<file path="config.mk">
export PLATFORM = sky130hd
export DESIGN_NAME = wvf_div
export DESIGN_NICKNAME = d
export VERILOG_FILES = /design/src/design/wavefolder_sample_assert.svh /design/src/design/wvf_div.sv
export SDC_FILE = /design/constraint.sdc
export NUM_CORES = 1
export LEC_CHECK = 0
export ABC_AREA = 1
export BUFFER_PORTS_ARGS = -buffer_cell sky130_fd_sc_hd__buf_2
export CAP_MARGIN = 10
export CORE_ASPECT_RATIO = 0.9
export CORE_MARGIN = 2
export CORE_UTILIZATION = 43
export DETAILED_ROUTE_END_ITERATION = 7
export GPL_ROUTABILITY_DRIVEN = 0
export PLACE_DENSITY = 0.67
export REMOVE_ABC_BUFFERS = 1
export SYNTH_ARGS = -nofsm -noshare
export SYNTH_HDL_FRONTEND = slang
export SYNTH_SLANG_ARGS = --single-unit
export TNS_END_PERCENT = 1
</file>
<file path="constraint.sdc">
create_clock -name clk -period 3.1 [get_ports clk]
set_input_delay 0.155 -clock clk [delete_from_list [all_inputs] [get_ports clk]]
set_output_delay 0.155 -clock clk [all_outputs]
set_load 0.03 [all_outputs]
</file>
<file path="src/design/wavefolder_sample_assert.svh">
// ----------------------------------------------------------------------------
// wavefolder assertion macros
// shared concurrent assertion forms for the wavefolder design files
// ----------------------------------------------------------------------------
`ifndef WAVEFOLDER_SAMPLE_ASSERT_SVH
`define WAVEFOLDER_SAMPLE_ASSERT_SVH

// same-cycle implication
`define WVF_ASSERT_NOW(lbl, ck, rst_n, ante, cons, msg) \
	lbl: assert property (@(posedge ck) disable iff (!rst_n) (ante) |-> (cons)) \
		else $error(msg);

// next-cycle implication
`define WVF_ASSERT_NEXT(lbl, ck, rst_n, ante, cons, msg) \
	lbl: assert property (@(posedge ck) disable iff (!rst_n) (ante) |=> (cons)) \
		else $error(msg);

`endif

</file>
<file path="src/design/wvf_div.sv">
// ----------------------------------------------------------------------------
// wvf_div
// restoring divider, one quotient bit per cycle
// ----------------------------------------------------------------------------
`default_nettype none

module wvf_div #(
	parameter int NW = 44,
	parameter int MW = 14
) (
	input  logic          clk,
	input  logic          arst_n,
	input  logic          start,
	input  logic [NW-1:0] dividend,
	input  logic [MW-1:0] divisor,
	output logic          busy,
	output logic [NW-1:0] quotient
);

	localparam int CNT_W = $clog2(NW);

	logic             busy_q;
	logic [CNT_W-1:0] cnt_q;
	logic [MW-1:0]    rem_q;
	logic [MW-1:0]    dsr_q;
	logic [NW-1:0]    quo_q;
	logic [MW:0]      trial;
	logic             fits;

	assign trial = {rem_q, quo_q[NW-1]};
	assign fits  = trial >= {1'b0, dsr_q};

	always_ff @(posedge clk or negedge arst_n) begin
		if (!arst_n) begin
			busy_q <= 1'b0;
			cnt_q  <= '0;
		end else if (start) begin
			busy_q <= 1'b1;
			cnt_q  <= '0;
		end else if (busy_q) begin
			if (cnt_q == CNT_W'(NW - 1)) begin
				busy_q <= 1'b0;
			end
			cnt_q <= cnt_q + 1'b1;
		end
	end

	always_ff @(posedge clk) begin
		if (start) begin
			rem_q <= '0;
			quo_q <= dividend;
			dsr_q <= divisor;
		end else if (busy_q) begin
			rem_q <= fits ? MW'(trial - {1'b0, dsr_q}) : trial[MW-1:0];
			quo_q <= {quo_q[NW-2:0], fits};
		end
	end

	assign busy     = busy_q;
	assign quotient = quo_q;

endmodule

`default_nettype wire

</file>
# Word level (Yosys, flattened, before mapping)
# Cells that the tools add are included.
# op_classes
mux,8
order_cmp,1
n_addsub,2
n_reduce_logical,1
eq_ne,1
# ops
op,count
44-bit 2-to-1 mux,2
15-bit by 14-bit >= comparator with 1-bit output,1
14-bit 2-to-1 mux,1
14-bit subtractor,1
6-bit 2-to-1 mux,2
6-bit by 1-bit adder with 6-bit output (second input constant),1
6-bit == test (second input constant),1
1-bit 2-to-1 mux,3
2-bit nonzero test,1
# totals
wordCells,18
ff_bits,79
input_bits,61
out_inout_bits,45

# Depth between registers and ports, before layout
# depth
ltp_word,4
depth_mapped,15
ltp_nobuf,14

# Least setup slack after synthesis
# OpenSTA, ideal clock, no wires.
# synth_timing
path_kind,register to register
start,"register busy_q, in the netlist busy"
end,"register quo_q[0], in the netlist quotient[0] (enable)"
n_path_buf,0
stages_incl_launch_ff,3
synth_period_minus_slack_ps,2065
path_slack_ps,1035
arrival_ps,1666
setup_ps,399
t_required_ps,2701
cell_sequence,dfrtp_1 nor2_1 inv_1
# synth_via
elab_chain_cells,1
# synth_lines
element,line_no,source
"start, declared",wvf_div.sv:22,logic busy_q;
"start signal, assigned",wvf_div.sv:35,busy_q <= 1'b0;
"start signal, assigned",wvf_div.sv:38,busy_q <= 1'b1;
"start signal, assigned",wvf_div.sv:42,busy_q <= 1'b0;
2-bit nonzero test (no source line),-,
"end signal, assigned",wvf_div.sv:51,quo_q <= dividend;
"end signal, assigned",wvf_div.sv:55,"quo_q <= {quo_q[NW-2:0], fits};"
"end, declared",wvf_div.sv:26,logic [NW-1:0] quo_q;
# Every way passes these cells.
# A chain may end at the register's enable or synchronous reset.

# Final worst setup path
# layout_timing
start,"register busy_q, in the netlist busy"
end,"register quo_q[43], in the netlist quotient[43] (enable)"
# The elaborated chain is that of the path after synthesis.

==> impl_results.md <==
- Status: finished, final reports clean
- Fmax: 465 MHz
- Drt total wl: 9630 um
- Worst Path Buf+Inv: 2
- Total negative slack: 0 ns
- RSZ-0062 raised after global routing: no
- Worst-path clk slew: 0.09 ns
- DIE HEIGHT: 98.1 um
- EDFF count, synth: 58
- CTS buffer count: 9
- Final period util: 69.3%
- Flops & latches, synth: 79
- Register area share after synthesis: 52.0%
- Tightest Hold Check Type: in2reg
- Critical Path RT: 3.20 ns
- GR Util All Layers: 19.7%
- H-tree level count: 3
- Synth unique cells: 34
- Worst-path cell chain: nor2_1 > clkinv_1 > buf_4
- # setup viols final: 0
- TritonCTS clock tree: yes
- Vias in the first global route: 3562
- CP Max Fanout: 28
- First-pass DRT Iterations: 4
- Sw power: 0.00131 W
- Area Growth Syn to Fin: 23.7%
- Power Density: 655 nW/um2
- Clock Tree Root: clkbuf_8
- Rel. slew slack: 36.8%
- Die width: 109 um
- Avg Vias per Cell: 4.75
- Row count: 34
- Crit end category: flip-flop
- DP HPWL: 7000 um
- Main synth FF type: edfxtp_1
- Layout cells sized above 1: 23.3%
- Antenna fix cells: 0
- Filler Cell Count: 937
- Skew final: 0.0147 ns
- Initial DRC count: 238
- Clock latency on the worst-skew pair: 0.36 ns
- Clock Power Share: 22.5%
- Nets: 709
- Via count: 3617
- Minimum clock period: 2.15 ns
- Crit path launch type: flip-flop
- Per-cell routed wire length: 12.6 um
- Port Buf Inserts: 105
- Initial Utilization: 44.0%
- Sink Count: 79
- Largest stage delay, worst path: 0.76 ns
- IO Pins: 106
- MaxCap Viol Count: 0
- Die Area: 10600 um2
- Remaining DRCs: 0
- Synthesis Warnings: 0
- Final hold violation count: 0
- Fraction of registers with async set/reset: 8.86%
- Slowest library cell on the worst path: clkinv_1
- Pin count of the biggest net entering global routing: 62
- CP top delay family: buffers and inverters
- Core Util, Final: 54.4%
- LEAKAGE: 2.70 nW
- Reg power frac: 40.6%
- Worst VDD drop: 0.295 mV
- Switch share: 38.2%
- Post-DRT Antenna Nets: 0
- Worst Max-Slew Pin Slew: 0.943 ns
- Gr ovfl total: 0
- Initial antenna violation count: 0
- Post-Syn Area: 4230 um2
- Kind of critical path: reg2reg
- P_int: 0.00212 W
- Logic pwr share: 36.9%
- Arr. time, crit path: 2.25 ns
- Mapped Cells: 508
- Max Transition Viols Final: 0
- First-pass GRT wire length: 16600 um
- Postcts setup bufs: 0
- Synth Area per Inst: 8.32 um2
- Core area: 9610 um2
- R2R Setup Slk: 0.95 ns
- Max clock buf depth: 2
-- kinds of logic (layout without fill, tap and decap cells) --
kind of cell,count (synthesis),after routing,synth area share (%)
xor gates and xnor gates,7,7,1.45
buffers and inverters,65,193,6.13
DFF,79,79,52.0
and+or+nand+nor,320,320,32.2
adders and majority gates,17,17,5.21
AOI/OAI and AO/OA,20,20,3.05
-- layout make-up --
| type | count | area, um2 | share of cell area, % |
|---|---|---|---|
| Clock buffer | 9 | 124 | 2.37 |
| Sequential cell | 79 | 2200 | 42.0 |
| Inverter | 52 | 195 | 3.73 |
| Timing Repair Buffer | 125 | 713 | 13.6 |
| Clock inverter | 7 | 71.3 | 1.36 |
| Multi-Input combinational cell | 364 | 1770 | 33.9 |
| Tap cell | 126 | 158 | 3.01 |
-- sequential cells by signal (all words and copies together) (netlist names) --
register  cells
quotient     44
dsr_q        14
rem_q        14
cnt_q         6
busy          1
-- routing by layer --
metal | track usage [%] | share of wire, %
met2 | 29.0 | 45
met1 | 28.1 | 45
met3 | 6.54 | 8.6
met4 | 5.03 | 1.1
met5 | 0 | 0
-- cell usage after synthesis (2+ instances only) --
cell type	instances	area share, %
nand2_1	232	21
edfxtp_1	58	41
inv_1	51	4.5
nor2_1	29	2.6
nand3_1	25	3.0
ha_1	16	4.7
dfxtp_1	14	6.6
a21oi_1	9	1.1
clkbuf_1	9	0.80
nand4_1	9	1.3
nor2_2	9	1.3
dfrtp_1	7	4.1
nand2_2	6	0.89
xnor2_1	5	1.0
o21ai_0	3	0.36
and2_1	2	0.30
buf_1	2	0.18
nand2_4	2	0.53
nor2_4	2	0.53
nor3_1	2	0.24
o21bai_1	2	0.36
xor2_1	2	0.41
-- cell usage in the layout, fill, tap and decap left out, types with 3 or more instances in the layout --
cell type,Yosys,final
nand2_1,232,232
buf_2,0,105
edfxtp_1,58,58
inv_1,51,50
nor2_1,29,29
nand3_1,25,25
ha_1,16,16
dlygate4sd3_1,0,15
dfxtp_1,14,14
nor2_2,9,9
a21oi_1,9,9
nand4_1,9,9
clkbuf_8,0,9
dfrtp_1,7,7
nand2_2,6,6
xnor2_1,5,5
buf_4,1,5
clkinv_1,0,3
o21ai_0,3,3
-- worst reg2reg max path, cell delays in order, from the launching register on --
cell and delay, ns:
dfrtp_1 0.47, nor2_1 0.18, clkinv_1 0.76, buf_4 0.49
-- final timing paths --
kind	from	endpoint	cells after the start
worst max-delay path	busy$_DFF_PN0_	quotient[43]$_DFFE_PP_	3
worst min-delay path	dividend[25]	quotient[25]$_DFFE_PP_	3
worst max register to register	busy$_DFF_PN0_	quotient[43]$_DFFE_PP_	3
worst min register to register	rem_q[13]$_SDFFE_PP0P_	rem_q[13]$_SDFFE_PP0P_	2
max in group asynchronous	arst_n	cnt_q[4]$_DFFE_PN0P_	2
min in group asynchronous	arst_n	cnt_q[3]$_DFFE_PN0P_	2
-- through the flow --
stage	instances	instance area (um2)	total power [W]	hold WS (ns)	setup WS (ns)
detailed placement	731	4880	0.00266	0.00395	0.907
global placement	731	4880	0.00265	0.00287	0.967
CTS	762	5230	0.00344	0.0438	0.931
floorplan	495	4160	0.00235	-0.141	0.801
finish	762	5230	0.00342	0.0587	0.950
global route	762	5230	0.00368	0.0586	0.731
-- repair_timing --
| action | in CTS | in global routing |
|---|---|---|
| hold buffers | 15 | 0 |
| resized for setup | 0 | 0 |
| hold endpoints to repair | 21 | 0 |
-- power by group through the flow --
stage | Clock [W] | Combinational (W) | Sequential, W
6_report | 0.000770 | 0.00126 | 0.00139
5_1_grt | 0.000837 | 0.00143 | 0.00141
4_1_cts | 0.000785 | 0.00127 | 0.00139
3_5_place_dp | 0 | 0.00125 | 0.00141
3_3_place_gp | 0 | 0.00124 | 0.00141
2_1_floorplan | 0 | 0.000838 | 0.00151
(Power assumes the default switching activity.)
